$ cat src/hcb_pkg.sv
package hcb_pkg;

    // Field and register widths
    localparam int SYM_W       = 5;
    localparam int DIM_W       = 3;
    localparam int CFG_IDX_W   = 3;
    localparam int CFG_DATA_W  = 20;
    localparam int MAX_DIM_DEF = 4;

    // Register indexes
    localparam logic [CFG_IDX_W-1:0] CFG_DIM  = 3'd0;
    localparam int                   CFG_KEY0 = 1;

    // mod 26 by reciprocal: q = (x * RECIP) >> RECIP_SH
    localparam int MODULUS  = 26;
    localparam int RECIP_W  = 12;
    localparam int RECIP    = 2521;
    localparam int RECIP_SH = 16;

    // Microprogram addresses
    localparam int STEP_W = 3;
    localparam logic [STEP_W-1:0] STEP_IDLE  = 3'd0;
    localparam logic [STEP_W-1:0] STEP_MAC   = 3'd1;
    localparam logic [STEP_W-1:0] STEP_DRAIN = 3'd2;
    localparam logic [STEP_W-1:0] STEP_QUOT  = 3'd3;
    localparam logic [STEP_W-1:0] STEP_EMIT  = 3'd4;

    typedef struct packed {
        logic [SYM_W-1:0] plain_symbol;
        logic             end_of_message;
    } t_in;

    typedef struct packed {
        logic [SYM_W-1:0] cipher_symbol;
        logic             block_last;
    } t_out;

    typedef enum logic [1:0] {
        H_NONE = 2'd0,
        H_IN   = 2'd1,
        H_OUT  = 2'd2
    } t_hold;

    typedef enum logic [1:0] {
        C_NEVER   = 2'd0,
        C_NOBLK   = 2'd1,
        C_MORECOL = 2'd2,
        C_MOREROW = 2'd3
    } t_cond;

    typedef struct packed {
        t_hold             hold;
        logic              mac;
        logic              acc_add;
        logic              quot;
        logic              emit;
        t_cond             cond;
        logic [STEP_W-1:0] tgt;
        logic [STEP_W-1:0] nxt;
    } t_uword;

    typedef struct packed {
        logic load;
        logic clr;
        logic mac;
        logic acc_add;
        logic quot;
        logic emit;
    } t_ctrl;

    typedef struct packed {
        logic blk_done;
        logic more_col;
        logic more_row;
    } t_stat;

    function automatic t_uword ucode(input logic [STEP_W-1:0] step);
        t_uword w;
        case (step)
            STEP_IDLE:  w = '{H_IN,   1'b0, 1'b0, 1'b0, 1'b0, C_NOBLK,   STEP_IDLE, STEP_MAC};
            STEP_MAC:   w = '{H_NONE, 1'b1, 1'b1, 1'b0, 1'b0, C_MORECOL, STEP_MAC,  STEP_DRAIN};
            STEP_DRAIN: w = '{H_NONE, 1'b0, 1'b1, 1'b0, 1'b0, C_NEVER,   STEP_IDLE, STEP_QUOT};
            STEP_QUOT:  w = '{H_NONE, 1'b0, 1'b0, 1'b1, 1'b0, C_NEVER,   STEP_IDLE, STEP_EMIT};
            STEP_EMIT:  w = '{H_OUT,  1'b0, 1'b0, 1'b0, 1'b1, C_MOREROW, STEP_MAC,  STEP_IDLE};
            default:    w = '{H_NONE, 1'b0, 1'b0, 1'b0, 1'b0, C_NEVER,   STEP_IDLE, STEP_IDLE};
        endcase
        return w;
    endfunction

endpackage

$ cat src/hcb_sequencer.sv
module hcb_sequencer
    import hcb_pkg::*;
(
    input  logic  i_clk,
    input  logic  i_rst_n,
    input  logic  i_in_valid,
    input  logic  i_slot_free,
    input  t_stat i_stat,
    output logic  o_in_ready,
    output t_ctrl o_ctrl
);

    logic [STEP_W-1:0] r_step;
    logic [STEP_W-1:0] n_step;
    t_uword            w;
    logic              go;
    logic              taken;

    assign w = ucode(r_step);

    always_comb begin
        case (w.hold)
            H_NONE:  go = 1'b1;
            H_IN:    go = i_in_valid;
            H_OUT:   go = i_slot_free;
            default: go = 1'b0;
        endcase
    end

    always_comb begin
        case (w.cond)
            C_NEVER:   taken = 1'b0;
            C_NOBLK:   taken = !i_stat.blk_done;
            C_MORECOL: taken = i_stat.more_col;
            C_MOREROW: taken = i_stat.more_row;
            default:   taken = 1'b0;
        endcase
    end

    always_comb begin
        if (!go) begin
            n_step = r_step;
        end else if (taken) begin
            n_step = w.tgt;
        end else begin
            n_step = w.nxt;
        end
    end

    always_ff @(posedge i_clk) begin
        if (!i_rst_n) begin
            r_step <= STEP_IDLE;
        end else begin
            r_step <= n_step;
        end
    end

    assign o_in_ready     = (w.hold == H_IN);
    assign o_ctrl.load    = (w.hold == H_IN) && go;
    assign o_ctrl.clr     = ((w.hold == H_IN) || w.emit) && go;
    assign o_ctrl.mac     = w.mac;
    assign o_ctrl.acc_add = w.acc_add;
    assign o_ctrl.quot    = w.quot;
    assign o_ctrl.emit    = w.emit && go;

endmodule

$ cat src/hcb_datapath.sv
module hcb_datapath
    import hcb_pkg::*;
#(
    parameter int MAX_DIM = MAX_DIM_DEF,
    localparam int IdxW = (MAX_DIM > 1) ? $clog2(MAX_DIM) : 1,
    localparam int CntW = $clog2(MAX_DIM + 1),
    localparam int RowW = SYM_W * MAX_DIM
)
(
    input  logic                           i_clk,
    input  logic                           i_rst_n,
    input  t_ctrl                          i_ctrl,
    input  t_in                            i_in_data,
    input  logic [CntW-1:0]                i_dim,
    input  logic [MAX_DIM-1:0][RowW-1:0]   i_key,
    output t_stat                          o_stat,
    output t_out                           o_res
);

    localparam int ProdW = 2 * SYM_W;
    localparam int MaxP  = ((1 << SYM_W) - 1) * ((1 << SYM_W) - 1);
    localparam int AccW  = $clog2(MAX_DIM * MaxP + 1);
    localparam int QmW   = AccW + RECIP_W;
    localparam int QuoW  = QmW - RECIP_SH;

    logic [SYM_W-1:0] r_buf [MAX_DIM];
    logic [IdxW-1:0]  r_cnt;
    logic [CntW-1:0]  r_len;
    logic [IdxW-1:0]  r_i;
    logic [IdxW-1:0]  r_j;
    logic [ProdW-1:0] r_prod;
    logic [AccW-1:0]  r_acc;
    logic [QuoW-1:0]  r_quo;

    logic [CntW-1:0]  dim_m1;
    logic [CntW-1:0]  pos_n;
    logic [SYM_W-1:0] opnd;
    logic [SYM_W-1:0] kent;
    logic [ProdW-1:0] prod_n;
    logic [QmW-1:0]   qm;
    logic [AccW-1:0]  rem0;
    logic [AccW-1:0]  rem1;

    assign dim_m1 = i_dim - CntW'(1);
    assign pos_n  = CntW'(r_cnt) + CntW'(1);

    assign o_stat.blk_done = (pos_n >= i_dim) || i_in_data.end_of_message;
    assign o_stat.more_col = (CntW'(r_j) != dim_m1);
    assign o_stat.more_row = (CntW'(r_i) != dim_m1);

    // positions at or past the block length read as zero padding
    assign opnd   = (CntW'(r_j) < r_len) ? r_buf[r_j] : '0;
    assign kent   = i_key[r_i][r_j * SYM_W +: SYM_W];
    assign prod_n = ProdW'(kent) * ProdW'(opnd);

    assign qm   = QmW'(r_acc) * QmW'(RECIP);
    assign rem0 = r_acc - AccW'(AccW'(r_quo) * AccW'(MODULUS));
    assign rem1 = (rem0 >= AccW'(MODULUS)) ? rem0 - AccW'(MODULUS) : rem0;

    assign o_res.cipher_symbol = rem1[SYM_W-1:0];
    assign o_res.block_last    = !o_stat.more_row;

    always_ff @(posedge i_clk) begin
        if (i_ctrl.load) begin
            r_buf[r_cnt] <= i_in_data.plain_symbol;
            if (o_stat.blk_done) begin
                r_len <= pos_n;
            end
        end
        if (i_ctrl.clr) begin
            r_prod <= '0;
            r_acc  <= '0;
        end else begin
            if (i_ctrl.mac) begin
                r_prod <= prod_n;
            end
            if (i_ctrl.acc_add) begin
                r_acc <= r_acc + AccW'(r_prod);
            end
        end
        if (i_ctrl.quot) begin
            r_quo <= qm[QmW-1:RECIP_SH];
        end
    end

    always_ff @(posedge i_clk) begin
        if (!i_rst_n) begin
            r_cnt <= '0;
            r_i   <= '0;
            r_j   <= '0;
        end else begin
            if (i_ctrl.load) begin
                r_cnt <= o_stat.blk_done ? '0 : pos_n[IdxW-1:0];
                r_i   <= '0;
            end else if (i_ctrl.emit && o_stat.more_row) begin
                r_i <= r_i + IdxW'(1);
            end
            if (i_ctrl.clr) begin
                r_j <= '0;
            end else if (i_ctrl.mac && o_stat.more_col) begin
                r_j <= r_j + IdxW'(1);
            end
        end
    end

endmodule

$ cat src/hill_cipher_block_mod26_core.sv
// Hill cipher block over the alphabet 0..25.
//
// Input channel (i_in_valid / o_in_ready / i_in_data): one plaintext symbol
// per transfer. A symbol that does not close a block is stored and the
// block is ready again on the next cycle. A symbol that fills the block, or
// carries end_of_message, starts the block computation; missing positions
// are zero.
// Output channel (o_out_valid / i_out_ready / o_out_data): d cipher symbols
// per block, d = effective dimension, block_last set on the final one.
// Each result is computed on the single 5x5 multiply-accumulate unit in
// multiply steps along the key row, then a drain, a quotient and an emit
// step; the block takes no new input until its last result is emitted.
// The microprogram waits in its emit step while a finished result is held
// by a stalled receiver.
// Configuration: i_cfg_we / i_cfg_idx / i_cfg_data, index 0 = dimension,
// 1..MAX_DIM = key rows. Write only while idle.
// Reset (synchronous, i_rst_n low): dimension 1, key zero, empty block,
// no result pending.
module hill_cipher_block_mod26_core
    import hcb_pkg::*;
#(
    parameter int MAX_DIM = MAX_DIM_DEF
)
(
    input  logic                  i_clk,
    input  logic                  i_rst_n,
    input  logic                  i_in_valid,
    output logic                  o_in_ready,
    input  t_in                   i_in_data,
    output logic                  o_out_valid,
    input  logic                  i_out_ready,
    output t_out                  o_out_data,
    input  logic                  i_cfg_we,
    input  logic [CFG_IDX_W-1:0]  i_cfg_idx,
    input  logic [CFG_DATA_W-1:0] i_cfg_data
);

    localparam int CntW = $clog2(MAX_DIM + 1);
    localparam int RowW = SYM_W * MAX_DIM;
    localparam logic [DIM_W-1:0] MaxDim3 = DIM_W'(MAX_DIM);

    logic [DIM_W-1:0]               r_dim;
    logic [MAX_DIM-1:0][RowW-1:0]   r_key;
    logic                           r_out_valid;
    t_out                           r_out;

    logic [DIM_W-1:0] dim_clamp;
    logic [CntW-1:0]  dim_eff;
    logic             slot_free;
    t_ctrl            ctrl;
    t_stat            stat;
    t_out             res;

    always_ff @(posedge i_clk) begin
        if (!i_rst_n) begin
            r_dim <= DIM_W'(1);
            r_key <= '0;
        end else if (i_cfg_we) begin
            if (i_cfg_idx == CFG_DIM) begin
                r_dim <= i_cfg_data[DIM_W-1:0];
            end
            for (int r = 0; r < MAX_DIM; r++) begin
                if (i_cfg_idx == CFG_IDX_W'(CFG_KEY0 + r)) begin
                    r_key[r] <= i_cfg_data[RowW-1:0];
                end
            end
        end
    end

    // zero acts as one, anything above the maximum acts as the maximum
    assign dim_clamp = (r_dim == '0) ? DIM_W'(1) : ((r_dim > MaxDim3) ? MaxDim3 : r_dim);
    assign dim_eff   = CntW'(dim_clamp);

    assign slot_free = !r_out_valid || i_out_ready;

    hcb_sequencer u_seq (
        .i_clk       (i_clk),
        .i_rst_n     (i_rst_n),
        .i_in_valid  (i_in_valid),
        .i_slot_free (slot_free),
        .i_stat      (stat),
        .o_in_ready  (o_in_ready),
        .o_ctrl      (ctrl)
    );

    hcb_datapath #(
        .MAX_DIM (MAX_DIM)
    ) u_dp (
        .i_clk     (i_clk),
        .i_rst_n   (i_rst_n),
        .i_ctrl    (ctrl),
        .i_in_data (i_in_data),
        .i_dim     (dim_eff),
        .i_key     (r_key),
        .o_stat    (stat),
        .o_res     (res)
    );

    always_ff @(posedge i_clk) begin
        if (!i_rst_n) begin
            r_out_valid <= 1'b0;
        end else if (ctrl.emit) begin
            r_out_valid <= 1'b1;
        end else if (i_out_ready) begin
            r_out_valid <= 1'b0;
        end
    end

    always_ff @(posedge i_clk) begin
        if (ctrl.emit) begin
            r_out <= res;
        end
    end

    assign o_out_valid = r_out_valid;
    assign o_out_data  = r_out;

`ifndef SYNTHESIS
    a_no_overwrite: assert property (@(posedge i_clk) disable iff (!i_rst_n)
        ctrl.emit |-> slot_free)
        else $error("result loaded while previous one still pending");

    a_load_emit_excl: assert property (@(posedge i_clk) disable iff (!i_rst_n)
        ctrl.load |-> !ctrl.emit)
        else $error("input transfer and result load in the same step");

    a_ready_after_last: assert property (@(posedge i_clk) disable iff (!i_rst_n)
        (ctrl.emit && !stat.more_row) |=> o_in_ready)
        else $error("input not ready after last result of block");
`endif

endmodule
$ cat config.mk
export PLATFORM = sky130hd
export DESIGN_NAME = hill_cipher_block_mod26_core
export DESIGN_NICKNAME = d
export VERILOG_FILES = /design/src/hcb_pkg.sv /design/src/hcb_sequencer.sv /design/src/hcb_datapath.sv /design/src/hill_cipher_block_mod26_core.sv
export SDC_FILE = /design/constraint.sdc
export NUM_CORES = 1
export LEC_CHECK = 0
export BUFFER_PORTS_ARGS = -buffer_cell sky130_fd_sc_hd__buf_2
export CAP_MARGIN = 30
export CELL_PAD_IN_SITES_DETAIL_PLACEMENT = 0
export CELL_PAD_IN_SITES_GLOBAL_PLACEMENT = 1
export CORE_MARGIN = 2
export CORE_UTILIZATION = 45
export CTS_CLUSTER_SIZE = 20
export DETAILED_ROUTE_END_ITERATION = 8
export PLACE_DENSITY = 0.79
export SLEW_MARGIN = 0
export SYNTH_ARGS = -nofsm -noshare
export SYNTH_HDL_FRONTEND = slang
export SYNTH_SLANG_ARGS = --single-unit
$ cat constraint.sdc
create_clock -name i_clk -period 10.3 [get_ports i_clk]
set_input_delay 1.545 -clock i_clk [delete_from_list [all_inputs] [get_ports i_clk]]
set_output_delay 1.545 -clock i_clk [all_outputs]
set_load 0.01 [all_outputs]
; ---- Yosys cells after proc, flatten, opt, wreduce, memory -nomap -nowiden
; Memory sizes are Yosys's and may differ from the RTL's. A register that Yosys moved wholly into a read port is not among the register bits.
; Cells that the tools add are included.
[op_classes]
n_mux = 17
bitwise_logic = 1
order_cmp = 5
n_addsub = 7
n_eq_ne = 15
shift = 1
reduce_logical = 25
n_mul = 4
[op_table]
columns = cell, n
row1 = case mux 14 bit (5 select lines), 1
row2 = binary-select mux 20 bit (select 2 bit), 1
row3 = "multiplier 12 x 12 -> 24 bit, second input constant", 1
row4 = two-way mux 20 bit, 1
row5 = variable part select 20 x 6 -> 5 bit, 1
row6 = adder 12 x 10 -> 12 bit, 1
row7 = "equality test 3 x 2 -> 1 bit, second input constant", 4
row8 = ">= comparator 12 x 5 -> 1 bit, second input constant", 1
row9 = AND reduction 2 bit, 6
row10 = subtractor 12 bit, 1
row11 = "multiplier 8 x 4 -> 11 bit, second input constant", 1
row12 = multiplier 5 x 5 -> 10 bit, 1
row13 = two-way mux 5 bit, 2
row14 = logical NOT 3 bit, 3
row15 = two-way mux 3 bit, 3
row16 = "equality test 2 bit, second input constant", 3
row17 = "equality test 3 x 1 -> 1 bit, second input constant", 2
row18 = "equality test 3 bit, second input constant", 2
row19 = two-way mux 2 bit, 3
row20 = inequality test 2 x 3 -> 1 bit, 2
row21 = logical AND 1 bit, 5
row22 = "multiplier 2 x 3 -> 5 bit, second input constant", 1
row23 = "subtractor 5 bit, second input constant", 1
row24 = "adder 2 x 1 -> 2 bit, second input constant", 2
row25 = other kinds (16), 26
[word_totals]
mem_count = 1
ff_bits = 132
out_inout_bits = 8
inputBits = 34
mem_bits_rw = 20
[mem_list]
columns = name, words, word_bits, read_ports, rd_ports_with_merged_regs, write_ports, line_no
row1 = u_dp.r_buf, 4, 5, 1, 1, 1, hcb_datapath.sv:26  ; logic [SYM_W-1:0] r_buf [MAX_DIM];

; ---- Longest topological paths before layout
; Gate-level depths: netlist of run 1.
[depth]
depth_word = 8
mapped_depth = 22

; ---- By module
; Synthesis of run 1 repeated with hierarchy kept, for this count alone.
[unflattened]
hier_cells = 1085
hier_area_um2 = 11098.1
[modules_own_cells]
columns = mod, area_each_um2, cells_each, n_inst
row1 = hcb_datapath, 7558.5, 748, 1
row2 = hill_cipher_block_mod26_core, 3313.2, 309, 1
row3 = hcb_sequencer, 226.5, 28, 1

; ---- Worst setup path before layout of run 1
; Ideal clock, no wire load.
[synth_timing]
kind = register to register
start = reg u_dp.r_acc[6]
end = reg u_dp.r_quo[5], data pin
t_required_ns = 10.038
setup_ns = 0.262
t_arrival_ns = 4.775
stages_incl_launch_ff = 17
slack_ns = 5.263
path_cell_list = dfxtp_1 > fa_1 > ha_1 > inv_1 > fa_1 > fa_1 > inv_1 > fa_1 > ha_1 > a21o_1 > a221o_1 > a21oi_1 > o21ai_1 > a221o_1 > o31ai_2 > o21bai_1 > xor2_1
[synth_between]
elab_chain_len = 1
[synth_rtl]
columns = item, line_no
row1 = "start, declared", hcb_datapath.sv:32  ; logic [AccW-1:0] r_acc;
row2 = "start signal, assigned", hcb_datapath.sv:78  ; r_acc <= r_acc + AccW'(r_prod);
row3 = multiplier 12 x 12 -> 24 bit, hcb_datapath.sv:56  ; assign qm = QmW'(r_acc) * QmW'(RECIP);
row4 = via u_dp.qm[21], hcb_datapath.sv:40  ; logic [QmW-1:0] qm;
row5 = "end signal, assigned", hcb_datapath.sv:82  ; r_quo <= qm[QmW-1:RECIP_SH];
row6 = "end, declared", hcb_datapath.sv:33  ; logic [QuoW-1:0] r_quo;
; The timed path passes the listed nets, and every way through them passes these cells.
; A chain may end at the register's enable or synchronous reset.

; ---- Worst setup path after layout of run 1
; Ends and elaborated chain as after synthesis.

==> results of run 1 <==
## final cells by class
class / instances / area (µm²) / share of cell area
repair buffers: 49 / 277 / 0.0228
well taps: 324 / 405 / 0.0335
multi-input cells: 814 / 6820 / 0.563
clock inverters: 13 / 131 / 0.0108
clock buffers: 19 / 443 / 0.0366
inverters: 156 / 586 / 0.0483
flip-flops and latches: 154 / 3450 / 0.285
## metrics by stage
step                cells  instance area [µm²]  hold WS (ns)  power, W  worst slack (ns)
floorplan            1168                11000         0.436   0.00120              5.26
CTS                  1529                12100         0.460   0.00200              4.80
detailed placement   1497                11500         0.453   0.00136              4.82
global route         1529                12100         0.475   0.00213              4.55
global placement     1495                11500         0.447   0.00135              4.86
finish               1529                12100         0.455   0.00197              4.88
## Yosys cell counts, types with 2 or more instances
library cell  number  area share
nand2_1          226       0.077
inv_1            155       0.053
ha_1             139        0.16
dfxtp_1          117        0.21
a21boi_0          82       0.056
fa_1              58        0.11
a21oi_1           45       0.020
clkbuf_1          40       0.014
edfxtp_1          37        0.10
xnor2_1           33       0.026
nor2_1            31       0.011
mux4_2            28       0.057
nor2b_1           21       0.012
o21ai_0           20      0.0091
xor2_1            15       0.012
and3_1            14      0.0079
a21o_1            12      0.0082
and2_1            10      0.0057
nand3_1           10      0.0045
nand2b_1           8      0.0045
nor3_1             7      0.0032
o22ai_1            6      0.0034
a211oi_1           4      0.0027
mux2i_1            4      0.0036
o31ai_1            4      0.0027
o21a_1             3      0.0020
o21bai_1           3      0.0020
a221o_1            2      0.0018
a311o_1            2      0.0018
a31oi_1            2      0.0011
a41oi_1            2      0.0016
and3b_1            2      0.0016
buf_1              2     0.00068
buf_2              2     0.00091
o31ai_2            2      0.0023
or2_2              2      0.0011
## state kept, by name (all words and copies together) (netlist names), named ones only
signal	count
o_out_data	6
u_dp.r_cnt	2
u_dp.r_acc	12
u_dp.r_buf	20
u_dp.r_len	3
u_dp.r_j	2
u_seq.r_step	3
r_key	80
u_dp.r_i	2
r_dim	3
o_out_valid	1
u_dp.r_quo	8
u_dp.r_prod	10
## worst max-delay path by stage
stage / endpoint / slack [ns] / cells past startpoint
final: u_dp.r_quo[5] / 4.88 / 16
after global routing: u_dp.r_quo[5] / 4.55 / 16
after CTS: u_dp.r_quo[5] / 4.80 / 16
after detailed placement: u_dp.r_quo[5] / 4.82 / 16
after global placement: u_dp.r_quo[5] / 4.86 / 16
after floorplan: u_dp.r_quo[5] / 5.26 / 16
## routing by layer
layer / track usage / vias up
met1: 0.238 / 3687
met2: 0.340 / 101
li1: - / 3934
met4: 0.0590 / 0
met5: 0 / -
met3: 0.0240 / 26
## critical path: stages, from the launching register on
cell	delay [ns]
dfxtp_1	0.66
fa_1	0.51
ha_1	0.28
inv_1	0.05
fa_1	0.50
fa_1	0.54
inv_1	0.05
fa_1	0.47
ha_1	0.32
a21o_1	0.18
a221o_1	0.33
a21oi_1	0.10
o21ai_1	0.15
a221o_1	0.43
o31ai_2	0.34
o21bai_1	0.12
xor2_1	0.14
## power groups by stage
stage          clock, W  sequential (W)  combinational, W
2_1_floorplan         0        0.000692          0.000512
3_3_place_gp          0        0.000710          0.000638
3_5_place_dp          0        0.000711          0.000654
4_1_cts        0.000638        0.000698          0.000661
5_1_grt        0.000662        0.000704          0.000763
6_report       0.000625        0.000696          0.000647
## cells by family (layout without fill, tap and decap cells)
family	Yosys count	in the layout	synth area share
and+or+nand+nor	338	338	0.133
adders and majority gates	197	197	0.263
buffers and inverters	200	237	0.0683
muxes	32	32	0.0608
DFF	154	154	0.313
AOI/OAI and AO/OA	199	199	0.123
xor gates and xnor gates	48	48	0.0381
==> impl_metrics.py, run 1 <==
metrics = {
    "timing": {
        "slew_headroom": 0.324,
        "setup-tns-final_ns": 0,
        "finalCriticalPeriod_ns": 5.42,
        "min_period_over_period": 0.527,
        "clock_skew_ns": 0.0164,
        "fmax_ghz": 0.184,
        "setup_viol": 0,
        "maxSlewViolCount": 0,
        "hold_violations": 0,
        "tightest_slew_ns": 1.01,
        "rsz0062_at_grt": "false",
    },
    "logic_synthesis": {
        "synth_cell_types": 54,
        "syn_avg_cell_area_um2": 9.44,
        "postSynthCellCount": 1168,
        "synth_edf_count": 37,
        "syn_area_um2": 11000,
        "synth_top_flop_cell": "dfxtp_1",
        "yosysSeqAreaShare": 0.313,
        "synth_seq_cells": 154,
        "yosys_warnings": 0,
        "syn_nets": 1399,
        "ys_async_sr_fraction": 0,
    },
    "detailed_routing": {
        "post_drt_via_cell_ratio": 5.07,
        "drcViolationCount": 0,
        "highest_layer": "met4",
        "wl_met2_um": 11600,
        "route.met3.wl_um": 731,
        "routedWlPerCell_um": 15.1,
        "num_vias": 7748,
        "wl_met1_um": 10300,
        "firstDrtPassIters": 4,
        "routed_wl_um": 23100,
        "drt-initial-drc-count": 486,
        "ant_nets": 0,
    },
    "worst_setup_path": {
        "crit_arrival_ns": 5.59,
        "required_ns": 10.47,
        "r2r_cells": 16,
        "cp_max_fo": 10,
        "critPathCaptureType": "flop",
        "critPathKind": "flop to flop",
        "startpoint": "u_dp.r_acc[6]",
        "r2r-start": "u_dp.r_acc[6]",
        "rrSetupSlack_ns": 4.88,
        "worstSetupStartpointType": "flop",
        "r2r-end": "u_dp.r_quo[5]",
    },
    "power_and_ir_drop": {
        "cellPowerDensity_nw_per_um2": 162,
        "switching_share": 0.355,
        "p_int_w": 0.00127,
        "p_leak_nw": 5.40,
        "power_frac_seq": 0.354,
        "power_frac_comb": 0.329,
        "switching_power_w": 0.000698,
        "pwr-share-clk": 0.317,
        "peakVddDrop_v": 0.0000817,
    },
    "cts": {
        "clockBufferDepth": 2,
        "cts_max_level": 4,
        "cts_buffers": 17,
        "hold_buffers": 0,
        "cts_setup_buffers": 0,
        "cts_resized": 0,
        "clk_latency_ns": 0.43,
        "path_clk_slew_ns": 0.07,
        "cts-root-buf": "clkbuf_16",
        "clock-sinks": 154,
        "cts_tree": "built",
    },
    "global_routing": {
        "grt_max_degree": 92,
        "grt_pass1_vias": 7871,
        "grt_pass1_wl_um": 39100,
        "grt.overflow.total": 0,
        "antenna_found_initial": 0,
        "globalRouteTotalUtil": 0.190,
    },
    "min_path": {
        "hp-class": "flop to flop",
        "min_from": "u_dp.r_prod[6]",
        "hold_end": "u_dp.r_prod[6]",
        "min_path_cells": 2,
    },
    "finish": {
        "final_common_cell": "nand2_1",
        "nNetsFinal": 1423,
        "area_delta_synth_final_pct": 9.92,
        "final_cell_mix": "nand2_1 (226), inv_1 (155), ha_1 (139)",
        "drive_gt1_frac": 0.0988,
        "utilization": 0.501,
        "fillers": 2278,
        "antenna-diode-count": 0,
    },
    "floorplanning": {
        "die_x_um": 161,
        "start_util": 0.456,
        "ios": 42,
        "fp-row-count": 57,
        "die_area_um2": 25800,
        "die_h_um": 161,
        "fp.coreArea_um2": 24200,
    },
    "placed_design": {
        "gp_congestion": 0.777,
        "io_buffers": 41,
        "hpwl_um": 17000,
    },
    "flow_run": {
        "maxCapViolations": 0,
    },
    "outcome": {
        "status": "completed",
    },
}
Power figures use the tool's default switching activity.
==> run 2, diff against run 1 <==
- PLACE_DENSITY: 0.79 -> 0.82
- clock period: 10.3 -> 4.3 ns (I/O delays scaled with it)
==> run 2 against run 1 <==
Net effect: the flow now finishes with violations (negative setup slack); clock-buffer cell count shrank 2; first-iteration DRC count shrank 0.62%; clock power grew 140%; hold slack lost 0.015 ns; fmax grew 10%; combinational power grew to 2.9 times the previous value; critical endpoint unchanged.
==> impl_metrics.py, run 2 (same netlist as run 1, synthesis figures left out) <==
metrics = {
    "outcome": {
        "status": "finished with violations",
        "violations": "negative setup slack",
    },
    "finish": {
        "final_common_cell": "nand2_1",
        "fillers": 2155,
        "area_delta_synth_final_pct": 18.9,
        "drive_gt1_frac": 0.197,
        "nNetsFinal": 1501,
        "final_cell_mix": "nand2_1 (221), inv_1 (149), ha_1 (132)",
        "top_regs": "r_key (80), u_dp.r_buf (20), u_dp.r_acc (12)",
        "largest_register_ffs": 80,
        "largest-register": "r_key",
    },
    "detailed_routing": {
        "ant_nets": 0,
        "drt-initial-drc-count": 483,
        "num_vias": 8271,
        "firstDrtPassIters": 5,
        "routed_wl_um": 25400,
        "drcViolationCount": 0,
        "routedWlPerCell_um": 15.8,
        "post_drt_via_cell_ratio": 5.14,
    },
    "timing": {
        "finalCriticalPeriod_ns": 4.93,
        "holdWs_ns": 0.440,
        "setup_viol": 11,
        "setup-tns-final_ns": -4.21,
        "clock_skew_ns": 0.00650,
        "setup_slack_ns": -0.626,
        "maxSlewViolCount": 0,
        "tightest_slew_ns": 1.00,
        "slew_headroom": 0.331,
        "fmax_ghz": 0.203,
        "min_period_over_period": 1.15,
        "rsz0062_at_grt": "true",
        "hold_violations": 0,
    },
    "floorplanning": {
        "fp.coreArea_um2": 24200,
        "start_util": 0.456,
        "die_h_um": 161,
        "fp-row-count": 57,
        "die_area_um2": 25800,
        "die_x_um": 161,
        "ios": 42,
    },
    "placed_design": {
        "post-place-ws_ns": -0.773,
        "io_buffers": 41,
        "gp_congestion": 0.828,
        "hpwl_um": 18600,
    },
    "global_routing": {
        "grt_pass1_wl_um": 42300,
        "globalRouteTotalUtil": 0.206,
        "antenna_found_initial": 2,
        "grt.overflow.total": 0,
        "grt_max_degree": 54,
        "grt_pass1_vias": 8540,
    },
    "worst_setup_path": {
        "crit_arrival_ns": 5.10,
        "rrSetupSlack_ns": -0.63,
        "crit_path_frequent_cell": "fa_1",
        "path_cells": "buf_6 > fa_1 > ha_1 > inv_2 > fa_1 > fa_1 > inv_1 > fa_1 > ha_4 > a21o_1 > a221o_1 > a21oi_2 > o21ai_2 > a221o_2 > o31ai_4 > o21bai_1 > xor2_1",
        "cp_slowest_cell": "fa_1",
        "worstSetupStartpointType": "flop",
        "critPathCaptureType": "flop",
        "required_ns": 4.48,
        "cp_max_fo": 5,
        "critPathKind": "flop to flop",
        "critPathMaxStageDelay_ns": 0.52,
    },
    "power_and_ir_drop": {
        "p_leak_nw": 5.87,
        "cellPowerDensity_nw_per_um2": 383,
        "peakVddDrop_v": 0.000236,
        "p_total_w": 0.00502,
    },
    "cts": {
        "hold_buffers": 0,
        "cts_tree": "built",
        "cts-root-buf": "clkbuf_16",
        "clk_latency_ns": 0.43,
        "path_clk_slew_ns": 0.07,
        "cts_max_level": 4,
        "clock-sinks": 154,
        "clockBufferDepth": 2,
        "cts_buffers": 17,
    },
    "flow_run": {
        "maxCapViolations": 0,
    },
    "min_path": {
        "hp-class": "input port to flop",
    },
}
==> run 2: area by class of cell <==
type                       instances  area [µm²]  share of cell area
clock inverter                    15         171              0.0131
clock buffer                      17         425              0.0325
tap                              324         405              0.0309
sequential                       154        3480               0.265
timing repair buffer             127         937              0.0715
antenna                            1        2.50            0.000191
multi-input combinational        814        7100               0.542
inverter                         156         586              0.0447
==> run 2: worst paths after layout <==
kind	from	end	cells after the start
worst max-delay path	u_dp.r_acc[6]	u_dp.r_quo[5]	17
worst min-delay path	i_in_data[1]	u_dp.r_buf[2][0]	1
worst max register to register	u_dp.r_acc[6]	u_dp.r_quo[5]	17
worst min register to register	r_key[41]	r_key[41]	2
==> run 2: metrics by stage <==
step,util,area (µm²),cells
floorplan,-,11100,1168
global placement,0.498,12100,1555
detailed placement,0.500,12100,1557
CTS,0.532,12900,1598
global route,0.542,13100,1607
finish,0.542,13100,1608
==> run 2: repair_timing <==
| item | 4_1_cts | 5_1_grt |
|---|---|---|
| buffers inserted | 8 | 10 |
| gates cloned | 1 | 0 |
| pin swaps | 29 | 20 |
| endpoints found under the setup margin | 13 | 17 |
| gates resized for setup | 22 | 35 |
==> run 2: worst max-delay path: cells and delay by family, from the launching register on <==
kind	cells	cell delay, ns
compound gates	7	1.52
xor+xnor	1	0.15
fa+ha+maj	6	2.46
buf+inv	3	0.20
flops	1	0.36
==> run 2: power breakdown <==
part	switching, W	total, W	internal (W)
Combinational	0.00103	0.00185	0.000820
Sequential	0.0000727	0.00164	0.00157
Clock	0.000696	0.00153	0.000833
==> run 2: layer usage <==
metal / routed length [µm] / share of wire / track usage
met5: 0 / 0 / 0
met4: 429 / 0.017 / 0.0655
met3: 905 / 0.036 / 0.0336
met2: 12600 / 0.50 / 0.355
met1: 11500 / 0.45 / 0.264
==> run 3, diff against run 2 <==
- PLACE_DENSITY: 0.82 -> 0.76
==> run 3 against run 2 <==
Net effect: the run still ends with negative setup slack left; clock-buffer cell count rose by 2; die area stayed put; non-clock buffer count up 3; sequential share of layout area grew 0.18 points; utilization down 0.32 points; clock power hardly changed; worst setup slack better by 0.013 ns; hold slack lost 0.0032 ns; final cell count grew 0.12%; clock skew rose by 0.0090 ns; combinational power down 3%.
==> impl_metrics.py, run 3 (same netlist as run 1, synthesis figures left out) <==
metrics = {
    "cts": {
        "cts_buffers": 17,
        "clockBufferDepth": 2,
        "cts_tree": "built",
        "clock-sinks": 154,
        "cts-root-buf": "clkbuf_16",
        "cts_max_level": 4,
        "clk_latency_ns": 0.43,
        "path_clk_slew_ns": 0.07,
    },
    "worst_setup_path": {
        "critPathMaxStageDelay_ns": 0.51,
        "critPathCaptureType": "flop",
        "worstSetupStartpointType": "flop",
        "cp_slowest_cell": "fa_1",
        "path_cells": "fa_2 > inv_2 > fa_1 > fa_1 > fa_1 > inv_1 > fa_1 > ha_1 > a21o_1 > a221o_1 > a21oi_2 > o21ai_2 > a221o_1 > a311o_1 > a21oi_2 > xnor2_1",
        "required_ns": 4.48,
        "cp_top_family": "adder cells",
        "r2r_cells": 16,
        "critical_path_depth": 16,
        "crit_path_frequent_cell": "fa_1",
        "crit_arrival_ns": 5.09,
        "critPathKind": "flop to flop",
        "crit_buf_inv": 2,
        "cp_max_fo": 5,
    },
    "finish": {
        "largest_register_ffs": 80,
        "drive_gt1_frac": 0.185,
        "antenna-diode-count": 0,
        "area_delta_synth_final_pct": 18.2,
        "fillers": 2220,
        "final_cell_mix": "nand2_1 (224), inv_1 (151), ha_1 (136)",
        "final_common_cell": "nand2_1",
        "nNetsFinal": 1504,
        "largest-register": "r_key",
        "utilization": 0.539,
        "top_regs": "r_key (80), u_dp.r_buf (20), u_dp.r_acc (12)",
        "instances_no_fill": 1610,
    },
    "global_routing": {
        "grt_pass1_wl_um": 41600,
        "grt_max_degree": 52,
        "antenna_found_initial": 0,
        "grt_pass1_vias": 8501,
        "grt.overflow.total": 0,
        "globalRouteTotalUtil": 0.203,
    },
    "detailed_routing": {
        "drt-initial-drc-count": 311,
        "drcViolationCount": 0,
        "ant_nets": 0,
        "firstDrtPassIters": 4,
        "num_vias": 8108,
        "routed_wl_um": 24500,
        "post_drt_via_cell_ratio": 5.04,
        "routedWlPerCell_um": 15.2,
    },
    "placed_design": {
        "placed_cells": 1569,
        "gp_congestion": 0.787,
        "hpwl_um": 18300,
        "io_buffers": 41,
    },
    "timing": {
        "slew_headroom": 0.342,
        "setup-tns-final_ns": -3.25,
        "fmax_ghz": 0.204,
        "tightest_slew_ns": 0.981,
        "setup_viol": 11,
        "clock_skew_ns": 0.0155,
        "min_period_over_period": 1.14,
        "hold_violations": 0,
        "finalCriticalPeriod_ns": 4.91,
        "setup_slack_ns": -0.612,
        "rsz0062_at_grt": "true",
        "maxSlewViolCount": 0,
    },
    "floorplanning": {
        "fp-row-count": 57,
        "die_area_um2": 25800,
        "start_util": 0.456,
        "die_x_um": 161,
        "ios": 42,
        "die_h_um": 161,
        "fp.coreArea_um2": 24200,
    },
    "power_and_ir_drop": {
        "p_leak_nw": 5.89,
        "cellPowerDensity_nw_per_um2": 381,
        "peakVddDrop_v": 0.000269,
        "p_total_w": 0.00497,
    },
    "outcome": {
        "status": "finished with violations",
        "violations": "negative setup slack",
    },
    "flow_run": {
        "maxCapViolations": 0,
    },
    "min_path": {
        "hp-class": "input port to flop",
        "min_path_cells": 1,
    },
}
## run 3: cell types whose count changed in the layout (fill, tap and decap cells not counted), sizes merged
cell,change
buf,+3
clkbuf,+2
bufinv,+1
clkinv,-1
clkinvlp,-1
diode,-1
inv,-1
## run 3: final cells by class
cell class | instances | area, µm² | area share
Clock buffer | 19 | 433 | 0.0332
Inverter | 156 | 586 | 0.0449
Clock inverter | 13 | 155 | 0.0119
Tap cell | 324 | 405 | 0.0311
Sequential cell | 154 | 3480 | 0.267
Multi-Input combinational cell | 814 | 6980 | 0.536
Timing Repair Buffer | 130 | 990 | 0.0759
## run 3: through the flow
step | setup slack, ns | cell area (µm²) | hold WS [ns]
floorplan | -0.580 | 11100 | 0.436
finish | -0.612 | 13000 | 0.436
detailed placement | -0.783 | 12200 | 0.454
global placement | -0.758 | 12200 | 0.446
CTS | -0.625 | 12900 | 0.420
global route | -0.769 | 13000 | 0.429
## run 3: metal layers
metal  wire [µm]  vias up  GRT usage
met4         397        0     0.0602
met3         572       27     0.0266
met2       12600       97      0.370
met1       10900     3875      0.251
met5           0        -          0
li1            -     4109          -
## run 3: worst reg2reg max path: stages, from the launching register on
cell and delay [ns]:
dfxtp_4 0.37, fa_2 0.39, inv_2 0.06, fa_1 0.42, fa_1 0.49, fa_1 0.51
inv_1 0.05, fa_1 0.43, ha_1 0.30, a21o_1 0.16, a221o_1 0.32, a21oi_2 0.12
o21ai_2 0.10, a221o_1 0.41, a311o_1 0.35, a21oi_2 0.14, xnor2_1 0.08
## run 3: path summary, 6_finish.rpt
check	start	endpoint	slack [ns]
min reg2reg	u_dp.r_prod[7]	u_dp.r_prod[7]	0.46
max reg2reg	u_dp.r_acc[4]	u_dp.r_quo[7]	-0.61
max	u_dp.r_acc[4]	u_dp.r_quo[7]	-0.61
min	i_in_data[5]	u_dp.r_buf[1][4]	0.44
## run 3: report_power, final
| group | leakage [nW] | switching (W) | internal [W] |
|---|---|---|---|
| Sequential | 1.29 | 0.0000677 | 0.00157 |
| Clock | 0.295 | 0.000662 | 0.000877 |
| Combinational | 4.30 | 0.000989 | 0.000803 |
## run 3: repair_timing
item,CTS,global route
cloned,1,0
gates resized for setup,16,20
setup endpoints to repair,13,16
hold buffers,0,0
hold endpoints to repair,0,0
pin swaps,23,15
buffers inserted,6,2
